### src/sv/chisq_pkg.sv
package chisq_pkg;

	localparam int SAMPLE_W    = 16;
	localparam int CHI_W       = 28;
	localparam int NUM_BINS    = 10;
	localparam int MIN_SAMPLES = 10;
	localparam int MAX_SAMPLES = 65536;

	// counters must hold MAX_SAMPLES itself
	localparam int TOT_W  = $clog2(MAX_SAMPLES + 1);
	localparam int BIN_W  = $clog2(NUM_BINS);
	// dividend of one statistic term: d^2 scaled by 256
	localparam int DQ_W   = 2 * TOT_W + 8;
	localparam int STEP_W = $clog2(DQ_W + 1);

	// floor(x / 10) = (x * 52429) >> 19 for x below 2^17
	localparam int             RECIP_W  = 16;
	localparam int             RECIP_SH = 19;
	localparam logic [RECIP_W-1:0] RECIP = RECIP_W'(52429);

	localparam logic [SAMPLE_W-1:0] MAX_VALUE_RESET = SAMPLE_W'(10000);
	localparam logic [SAMPLE_W-1:0] WIDTH_RESET     = SAMPLE_W'(10000 / NUM_BINS);
	localparam logic [CHI_W-1:0]    CHI_MAX         = {CHI_W{1'b1}};

	typedef enum logic [2:0] {
		S_IDLE,
		S_BDIV,
		S_UPDATE,
		S_CHECK,
		S_SQUARE,
		S_TDIV,
		S_ACCUM,
		S_EMIT
	} state_t;

	typedef enum logic [1:0] {
		STAT_OK  = 2'd0,
		STAT_FEW = 2'd1,
		STAT_OVF = 2'd2
	} status_t;

endpackage

### src/sv/chi_square_uniformity.sv
// channel | signals                        | contents
// s       | s_tvalid s_tready s_tdata s_tlast | sample in, s_tlast marks batch end
// m       | m_tvalid m_tready m_tdata m_tuser | statistic (q8) and status
// cfg     | cfg_we cfg_data                | max_value, bin width derived on write
//
// a sample is accepted, then divided by the bin width in the shared restoring
// divider (16 quotient bits), then the bin counters are updated
// the last sample adds a check state, per bin a squaring state, the d^2*256/E
// divider (42 quotient bits) and an accumulate state, then the result load
// reset clears all counters; max_value comes up as 10000
// a finished result waits in the output register; a new batch can run meanwhile
// and only the next result load waits on m_tready
module chi_square_uniformity
	import chisq_pkg::*;
(
	input  logic                clk,
	input  logic                arst_n,
	input  logic                s_tvalid,
	output logic                s_tready,
	input  logic [15:0]         s_tdata,   // [15:0] sample
	input  logic                s_tlast,
	output logic                m_tvalid,
	input  logic                m_tready,
	output logic [31:0]         m_tdata,   // [27:0] chi_square_q8, [31:28] zero
	output logic [1:0]          m_tuser,   // [1:0] status
	input  logic                cfg_we,
	input  logic [SAMPLE_W-1:0] cfg_data
);

	state_t                  state_q, state_nx;
	logic [SAMPLE_W-1:0]     width_q;
	logic [TOT_W-1:0]        bin_cnt_q [NUM_BINS];
	logic [TOT_W-1:0]        total_q;
	logic                    ovf_q;
	logic                    last_q;
	logic [BIN_W-1:0]        k_q;
	logic [CHI_W-1:0]        acc_q;
	status_t                 status_q;
	logic [TOT_W-1:0]        expect_q;
	logic [STEP_W-1:0]       step_q;
	logic [TOT_W-1:0]        rem_q;
	logic [DQ_W-1:0]         dq_q;
	logic                    m_valid_q;
	logic [CHI_W-1:0]        chi_q;
	status_t                 stat_out_q;

	// control decoded from state
	logic                    div_step;
	logic                    final_step;
	logic                    out_free;
	logic                    emit_go;

	// datapath
	logic [SAMPLE_W+RECIP_W-1:0] wprod;
	logic [SAMPLE_W-1:0]         wnew;
	logic [TOT_W+RECIP_W-1:0]    eprod;
	logic [TOT_W-1:0]            enew;
	logic [TOT_W-1:0]            divisor;
	logic [TOT_W:0]              shifted;
	logic                        ge;
	logic [TOT_W-1:0]            rem_nx;
	logic [SAMPLE_W-1:0]         quo;
	logic [BIN_W-1:0]            bin;
	logic [BIN_W-1:0]            rd_idx;
	logic [TOT_W-1:0]            cnt;
	logic [TOT_W-1:0]            diff;
	logic [2*TOT_W-1:0]          sq;
	logic [DQ_W:0]               sum;
	logic [CHI_W-1:0]            acc_nx;

	assign wprod = SAMPLE_W'(0) + cfg_data * RECIP;
	assign wnew  = (SAMPLE_W'(wprod >> RECIP_SH) == '0) ? SAMPLE_W'(1)
		: SAMPLE_W'(wprod >> RECIP_SH);
	assign eprod = total_q * RECIP;
	assign enew  = TOT_W'(eprod >> RECIP_SH);

	// shared restoring divider, one quotient bit per cycle
	assign divisor = (state_q == S_BDIV) ? TOT_W'(width_q) : expect_q;
	assign shifted = {rem_q, dq_q[DQ_W-1]};
	assign ge      = shifted >= {1'b0, divisor};
	assign rem_nx  = ge ? TOT_W'(shifted - {1'b0, divisor}) : TOT_W'(shifted);

	assign quo    = dq_q[SAMPLE_W-1:0];
	assign bin    = (quo > SAMPLE_W'(NUM_BINS - 1)) ? BIN_W'(NUM_BINS - 1) : quo[BIN_W-1:0];
	assign rd_idx = (state_q == S_UPDATE) ? bin : k_q;
	assign cnt    = bin_cnt_q[rd_idx];
	assign diff   = (cnt >= expect_q) ? cnt - expect_q : expect_q - cnt;
	assign sq     = diff * diff;

	assign sum    = (DQ_W+1)'(acc_q) + (DQ_W+1)'(dq_q);
	assign acc_nx = (sum > (DQ_W+1)'(CHI_MAX)) ? CHI_MAX : sum[CHI_W-1:0];

	// next state
	always_comb begin
		state_nx = state_q;
		case (state_q)
			S_IDLE: begin
				if (s_tvalid) state_nx = S_BDIV;
			end
			S_BDIV: begin
				if (final_step) state_nx = S_UPDATE;
			end
			S_UPDATE: begin
				state_nx = last_q ? S_CHECK : S_IDLE;
			end
			S_CHECK: begin
				if (ovf_q || total_q < TOT_W'(MIN_SAMPLES)) state_nx = S_EMIT;
				else state_nx = S_SQUARE;
			end
			S_SQUARE: state_nx = S_TDIV;
			S_TDIV: begin
				if (final_step) state_nx = S_ACCUM;
			end
			S_ACCUM: begin
				state_nx = (k_q == BIN_W'(NUM_BINS - 1)) ? S_EMIT : S_SQUARE;
			end
			S_EMIT: begin
				if (out_free) state_nx = S_IDLE;
			end
			default: state_nx = S_IDLE;
		endcase
	end

	// outputs of the sequencer
	always_comb begin
		s_tready   = 1'b0;
		div_step   = 1'b0;
		final_step = 1'b0;
		emit_go    = 1'b0;
		out_free   = !m_valid_q || m_tready;
		case (state_q)
			S_IDLE: s_tready = 1'b1;
			S_BDIV: begin
				div_step   = 1'b1;
				final_step = step_q == STEP_W'(SAMPLE_W - 1);
			end
			S_TDIV: begin
				div_step   = 1'b1;
				final_step = step_q == STEP_W'(DQ_W - 1);
			end
			S_EMIT: emit_go = out_free;
			default: ;
		endcase
	end

	always_ff @(posedge clk or negedge arst_n) begin
		if (!arst_n) begin
			state_q    <= S_IDLE;
			width_q    <= WIDTH_RESET;
			total_q    <= '0;
			ovf_q      <= 1'b0;
			m_valid_q  <= 1'b0;
			step_q     <= '0;
			k_q        <= '0;
			last_q     <= 1'b0;
			status_q   <= STAT_OK;
			for (int i = 0; i < NUM_BINS; i++) bin_cnt_q[i] <= '0;
		end else begin
			state_q <= state_nx;
			if (cfg_we) width_q <= wnew;

			if (s_tvalid && s_tready) last_q <= s_tlast;

			if (div_step) step_q <= final_step ? '0 : step_q + STEP_W'(1);

			if (state_q == S_UPDATE) begin
				if (total_q >= TOT_W'(MAX_SAMPLES)) begin
					ovf_q <= 1'b1;
				end else begin
					total_q <= total_q + TOT_W'(1);
					for (int i = 0; i < NUM_BINS; i++)
						if (BIN_W'(i) == bin) bin_cnt_q[i] <= bin_cnt_q[i] + TOT_W'(1);
				end
			end

			if (state_q == S_CHECK) begin
				k_q <= '0;
				if (ovf_q) status_q <= STAT_OVF;
				else if (total_q < TOT_W'(MIN_SAMPLES)) status_q <= STAT_FEW;
				else status_q <= STAT_OK;
			end

			if (state_q == S_ACCUM) k_q <= k_q + BIN_W'(1);

			if (emit_go) begin
				m_valid_q <= 1'b1;
				total_q   <= '0;
				ovf_q     <= 1'b0;
				for (int i = 0; i < NUM_BINS; i++) bin_cnt_q[i] <= '0;
			end else if (m_tready) begin
				m_valid_q <= 1'b0;
			end
		end
	end

	// payload registers
	always_ff @(posedge clk) begin
		if (s_tvalid && s_tready) begin
			rem_q <= '0;
			dq_q  <= {s_tdata, (DQ_W-SAMPLE_W)'(0)};
		end else if (state_q == S_SQUARE) begin
			rem_q <= '0;
			dq_q  <= {sq, 8'd0};
		end else if (div_step) begin
			rem_q <= rem_nx;
			dq_q  <= {dq_q[DQ_W-2:0], ge};
		end

		if (state_q == S_CHECK) begin
			acc_q    <= '0;
			expect_q <= enew;
		end else if (state_q == S_ACCUM) begin
			acc_q <= acc_nx;
		end

		if (emit_go) begin
			chi_q      <= acc_q;
			stat_out_q <= status_q;
		end
	end

	assign m_tvalid = m_valid_q;
	assign m_tdata  = {(32-CHI_W)'(0), chi_q};
	assign m_tuser  = stat_out_q;

`ifndef SYNTHESIS
	a_accept_starts_div: assert property (@(posedge clk) disable iff (!arst_n)
		s_tvalid && s_tready |=> state_q == S_BDIV)
		else $error("accepted sample did not start the bin divide");

	a_total_bounded: assert property (@(posedge clk) disable iff (!arst_n)
		total_q <= TOT_W'(MAX_SAMPLES))
		else $error("sample total beyond its limit");

	a_expect_nonzero: assert property (@(posedge clk) disable iff (!arst_n)
		(state_q == S_SQUARE || state_q == S_TDIV || state_q == S_ACCUM) |-> expect_q != '0)
		else $error("term divide with zero expected count");

	a_err_no_stat: assert property (@(posedge clk) disable iff (!arst_n)
		m_tvalid && m_tuser != STAT_OK |-> m_tdata == '0)
		else $error("error status with nonzero statistic");

	a_bin_steps: assert property (@(posedge clk) disable iff (!arst_n)
		state_q == S_BDIV |-> step_q < STEP_W'(SAMPLE_W))
		else $error("bin divide ran past its step count");
`endif

endmodule
### config.mk
export PLATFORM = sky130hd
export DESIGN_NAME = chi_square_uniformity
export DESIGN_NICKNAME = d
export VERILOG_FILES = /design/src/sv/chisq_pkg.sv /design/src/sv/chi_square_uniformity.sv
export SDC_FILE = /design/constraint.sdc
export NUM_CORES = 2
export LEC_CHECK = 0
export BUFFER_PORTS_ARGS = -buffer_cell sky130_fd_sc_hd__buf_2
export CAP_MARGIN = 30
export CELL_PAD_IN_SITES_DETAIL_PLACEMENT = 1
export CELL_PAD_IN_SITES_GLOBAL_PLACEMENT = 2
export CORE_AREA = 2 2 302 304
export CTS_BUF_LIST = sky130_fd_sc_hd__clkbuf_8
export DETAILED_ROUTE_END_ITERATION = 7
export DIE_AREA = 0 0 304 306
export PLACE_DENSITY_LB_ADDON = 0.1
export REMOVE_ABC_BUFFERS = 1
export SLEW_MARGIN = 15
export SYNTH_ARGS = -nofsm -noshare
export SYNTH_HDL_FRONTEND = slang
export SYNTH_SLANG_ARGS = --single-unit
### constraint.sdc
create_clock -name clk -period 17 [get_ports clk]
set_clock_uncertainty 0.15 [all_clocks]
set_input_delay 0.85 -clock clk [delete_from_list [all_inputs] [get_ports clk]]
set_output_delay 0.85 -clock clk [all_outputs]
set_load 0.05 [all_outputs]
# [Yosys cells after proc, flatten, opt, wreduce, memory -nomap -nowiden]
# Cells that the tools add are included.
# W data, S select, Z words.
[op_classes] n_lt_le_gt_ge=7 n_eq_ne=24 add_sub_neg=17 bitwise=1 mux=51 n_mul=3 reduce_logical=38
[op_table] op="$mux W170" n=3
[op_table] op="$mux W17" n=17
[op_table] op="$add A17 B1 Y17 const B" n=11
[op_table] op="$mux W42" n=3
[op_table] op="$bmux W17 S4" n=1
[op_table] op="$add A28 B42 Y43" n=1
[op_table] op="$gt A43 B28 Y1 const B" n=1
[op_table] op="$mul A17 B17 Y34" n=1
[op_table] op="$mul A17 B16 Y33 const B" n=1
[op_table] op="$mul A16 B16 Y32 const B" n=1
[op_table] op="$reduce_and A3 Y1" n=10
[op_table] op="$reduce_bool A2 Y1" n=15
[op_table] op="$mux W28" n=1
[op_table] op="$pmux W3 S8" n=1
[op_table] op="$ge A18 B16 Y1" n=1
[op_table] op="$ge A17 B14 Y1" n=1
[op_table] op="$ge A17 B17 Y1 const B" n=1
[op_table] op="$lt A17 B4 Y1 const B" n=1
[op_table] op="$sub A14 B17 Y17" n=1
[op_table] op="$sub A17 B14 Y17" n=1
[op_table] op="$sub A17 B16 Y17" n=1
[op_table] op="$eq A3 B4 Y1 const A" n=4
[op_table] op="$gt A16 B4 Y1 const B" n=1
[op_table] op="$logic_not A16 Y1" n=1
[op_table] op="other kinds (31)" n=61
[totals] inputBits=38 reg_bits=352 out_inout_bits=36

# [Longest topological paths before layout]
[depth] ltp_word=12 mapped_depth=53 mapped_depth_nobuf=47

# [Least setup slack after synthesis]
# Ideal clock, no wire load.
[synth_path] path_kind="flip-flop to flip-flop" start="register dq_q[6]" end="register dq_q[41] (data pin)" arrival_ns=11.756 setup_slack_ns=4.942 period_less_slack_ns=12.058 stages_incl_launch_ff=49 required_ns=16.698 setup_ns=0.152 path_cell_list="dfxtp_1 > or4_4 > nor4b_4 > a31o_2 > clkbuf_1 > buf_1 > clkbuf_1 > nand2_1 > a311oi_1 > o21ai_0 > o21ai_0 > ha_1 > clkbuf_1 > a21oi_1 > o21ai_0 > a32oi_1 > nand3_1 > a21o_1 > (+13 left out) > fa_1 > fa_1 > inv_1 > fa_1 > inv_1 > ha_1 > a21oi_1 > o211ai_1 > a211oi_1 > o31ai_1 > a31o_2 > a41o_1 > a31oi_1 > nor2b_1 > o21a_1 > o41ai_1 > xor3_1 > o21ai_0"
[synth_via] elab_chain_len=12 word_cells_on_any_way=14 cone_classes="2 x add/sub; 1 x mul; 2 x order compare; 8 x mux; 1 x bitwise"
[synth_rtl] element="from (decl)" line_no="chi_square_uniformity.sv:42" rtl="logic [DQ_W-1:0] dq_q;"
[synth_rtl] element="from (signal assigned)" line_no="chi_square_uniformity.sv:200" rtl="dq_q <= {s_tdata, (DQ_W-SAMPLE_W)'(0)};"
[synth_rtl] element="from (signal assigned)" line_no="chi_square_uniformity.sv:203" rtl="dq_q <= {sq, 8'd0};"
[synth_rtl] element="from (signal assigned)" line_no="chi_square_uniformity.sv:206" rtl="dq_q <= {dq_q[DQ_W-2:0], ge};"
[synth_rtl] element="$gt A16 B4 Y1 (*)" line_no="chi_square_uniformity.sv:84" rtl="assign bin = (quo > SAMPLE_W'(NUM_BINS - 1)) ? BIN_W'(NUM_BINS - 1) : quo[BIN_W-1:0];"
[synth_rtl] element="$mux W4 (*)" line_no="chi_square_uniformity.sv:84"
[synth_rtl] element="$mux W4 (*)" line_no="chi_square_uniformity.sv:85" rtl="assign rd_idx = (state_q == S_UPDATE) ? bin : k_q;"
[synth_rtl] element="$not A4 Y5 (implied by the code) (*)" line_no="chi_square_uniformity.sv:86" rtl="assign cnt = bin_cnt_q[rd_idx];"
[synth_rtl] element="$bmux W17 S4 (*)" line_no="chi_square_uniformity.sv:86"
[synth_rtl] element="$mux W17 (implied by the code) (*) (2 in a row)" line_no="chi_square_uniformity.sv:86"
[synth_rtl] element="$sub A14 B17 Y17, or another cell as far along" line_no="chi_square_uniformity.sv:87" rtl="assign diff = (cnt >= expect_q) ? cnt - expect_q : expect_q - cnt;"
[synth_rtl] element="$mux W17 (*)" line_no="chi_square_uniformity.sv:87"
[synth_rtl] element="$mul A17 B17 Y34 (*)" line_no="chi_square_uniformity.sv:88" rtl="assign sq = diff * diff;"
[synth_rtl] element="$mux W42 (*)" line_no="chi_square_uniformity.sv:201" rtl="end else if (state_q == S_SQUARE) begin"
[synth_rtl] element="$mux W42 (*)" line_no="chi_square_uniformity.sv:198" rtl="if (s_tvalid && s_tready) begin"
# Mark *: on every way between the ends. The rest lies on a longest branch, timed or not. The select of a mux whose other input is x is not followed.
# A chain may end at the register's enable or synchronous reset.

# [Worst setup path after layout]
[layout_path] start="register dq_q[10]" end="register dq_q[41] (data pin)"
# The elaborated chain is that of the path after synthesis.

==> impl_metrics.py <==
metrics = {
    "drt": {
        "wl_per_cell_um": 20.0,
        "viasPerCell": 5.28,
        "drtIter0Drc": 1336,
        "dr.pass1.iters": 6,
        "wirelength_mm": 109,
        "detail-route-antenna-nets": 0,
        "remaining_drc_errors": 0,
        "vias": 28630,
    },
    "clock_network": {
        "cts-root-buf": "clkbuf_8",
        "numCtsBuffers": 71,
        "cts_tree": "yes",
        "postCtsHoldBufs": 0,
        "cts_max_path_buffers": 3,
        "clkTransAtPathRegs_ns": 0.08,
        "clkSinkCount": 349,
        "cts_max_level": 3,
        "clk_latency_ns": 0.69,
        "post-cts-setup-buffers": 0,
        "cts-resized-gates": 0,
    },
    "placement": {
        "dp_slack_ns": 2.75,
        "dp_hpwl_mm": 86.9,
        "io_buffers": 69,
        "finalWeightedCongestion": 0.867,
    },
    "synth": {
        "seq_area_frac_synth_pct": 23.1,
        "synthFlopType": "dfrtp_1",
        "synth_area_leaders": "fa_1 19%, ha_1 16%, dfrtp_1 14%",
        "netlist_instances": 4153,
        "synth_top_area_cell": "fa_1",
        "synth_edf_count": 60,
        "synth.cell_area_um2": 37500,
        "synth_cell_type_count": 91,
        "async_flop_share_pct": 62.5,
        "ys_seq_elements": 349,
        "ys_warn_count": 0,
        "synth.avg_cell_area_um2": 9.04,
        "synth_top_area_share_pct": 19.5,
    },
    "run_status": {
        "status": "completed",
    },
    "grt": {
        "grt_pass1_vias": 30582,
        "antenna_found_initial": 1,
        "track_usage_pct": 23.8,
        "gr-total-overflow": 0,
        "grt_max_degree": 106,
        "grt_pass1_wl_mm": 175,
    },
    "setup_path": {
        "critPathKind": "flip-flop to flip-flop",
        "timing.critical_path.mode_cell": "fa_1",
        "r2r_cells": 43,
        "slowest_delay_ns": 0.80,
        "worstPathArrival_ns": 14.75,
        "start_kind": "flip-flop",
        "worstPathRequired_ns": 17.38,
        "cp_max_fo": 31,
        "end_kind": "flip-flop",
        "cpMaxStageDelayCell": "nor3_4",
    },
    "sta": {
        "tightest_slew_ns": 0.974,
        "fmax_ghz": 0.0696,
        "setup_violations": 0,
        "slew_headroom_pct": 34.9,
        "fin_crit_sh_pct": 84.5,
        "rsz0062_at_grt": "no",
        "setup_ws_ns": 2.63,
        "hold_violations": 0,
        "finalCriticalPeriod_ns": 14.37,
        "tns_ns": 0,
        "maxSlewViolCount": 0,
    },
    "hold_path": {
        "hold_path_class": "input port to asynchronous set/reset pin",
    },
    "floorplan": {
        "dieArea_um2": 93000,
        "start_util_pct": 41.9,
        "die_h_um": 306,
        "design.core.area_um2": 89600,
        "rows": 110,
        "die_w_um": 304,
        "io_pins": 74,
    },
    "flow_run": {
        "maxCapViolations": 0,
    },
    "layout": {
        "areaGrowthSynthToFinish_pct": 8.22,
        "drive_above_1_share_pct": 6.61,
        "nNetsFinal": 5061,
    },
}
placed cells by master, fill, tap and decap left out, drive strengths merged, types with 10 or more instances in the layout:
master,n
a21oi,178
and2,15
nand4,51
nand3,142
inv,677
a221oi,11
nand2b,39
mux2,15
a31oi,14
mux2i,56
nor2b,35
nor3,38
a211oi,14
dfrtp,212
ha,467
a311oi,14
nor4,12
a22o,11
o21ai,210
xnor2,124
or2,11
a21o,42
clkbuf,85
a22oi,23
or3,35
o21bai,17
buf,102
and4,16
edfxtp,60
nand2,375
a21boi,13
dfxtp,71
nor2,367
xor2,134
and3,62
o211ai,14
fa,365
o21a,10
kinds of logic (layout without fill, tap and decap cells):
kind of cell,count (synthesis),in the layout,synth area share (%)
AOI/OAI and AO/OA,629,629,10.3
and+or+nand+nor,1224,1224,15.2
DFF,349,349,23.1
adders and majority gates,832,832,35.0
other,1,5,0.00999
xor gates and xnor gates,259,259,6.25
muxes,71,71,1.94
buffers and inverters,788,880,8.06
registers in the layout (all words and copies together), names as in the netlist, 6 cells and up:
register   flops
acc_q         28
bin_cnt_q    170
expect_q      14
total_q       17
rem_q         17
dq_q          42
width_q       13
chi_q         28
step_q         6
Yosys cell counts (all sizes together) (10+ instances only):
library cell,count
inv,647
ha,467
nand2,375
nor2,367
fa,365
dfrtp,212
o21ai,210
a21oi,178
nand3,142
xor2,134
xnor2,124
clkbuf,101
dfxtp,71
and3,62
edfxtp,60
mux2i,56
nand4,51
a21o,42
buf,39
nand2b,39
nor3,38
nor2b,35
or3,35
a22oi,23
o21bai,17
and4,16
and2,15
mux2,15
a211oi,14
a311oi,14
a31oi,14
o211ai,14
a21boi,13
nor4,12
a221oi,11
a22o,11
or2,11
o21a,10
worst max-delay path: cells and delay by family, from the launching register on:
family	cells	cell delay, ns
buf+inv	5	0.92
flops	1	0.34
fa+ha+maj	8	3.91
compound gates	16	4.21
mux	1	0.33
xor+xnor	2	1.06
simple gates	11	3.25
path summary, 6_finish.rpt:
check | to | start | slack (ns)
setup / recovery | dq_q[41] | dq_q[10] | 2.63
hold / removal | width_q[12] | arst_n | 0.06
setup reg to reg | dq_q[41] | dq_q[10] | 2.63
hold reg to reg | rem_q[16] | rem_q[16] | 0.30
max in group asynchronous | bin_cnt_q[72] | arst_n | 14.50
min in group clk | last_q | s_tlast | 0.27
metrics by stage:
stage	utilization [%]	area (um2)	std cells	hold slack, ns
after global placement	43.6	39100	5288	0.281
final	45.3	40600	5425	0.0607
after detailed placement	43.6	39100	5293	0.285
after CTS	45.3	40600	5423	0.0711
after floorplan	-	37000	4016	0.267
after global routing	45.3	40600	5425	0.105
cell type report:
class                      instances  area (um2)
clock inverter                    45         335
fill                           10484       49000
sequential                       349        8690
tap                             1176        1470
antenna                            1        2.50
inverter                         648        2440
timing repair buffer             102         621
clock buffer                      85        1170
multi-input combinational       3019       25900
metal layers:
layer | track usage [%] | routed length, um | up-vias
met1 | 32.1 | 51000 | 14378
met2 | 40.8 | 52700 | 320
met4 | 5.87 | 2400 | 0
met5 | 0 | 0 | -
li1 | - | - | 13799
met3 | 2.50 | 2500 | 133
Power is not shown: default switching activity piles up to over one toggle a cycle in this logic, so the estimate is an artifact.
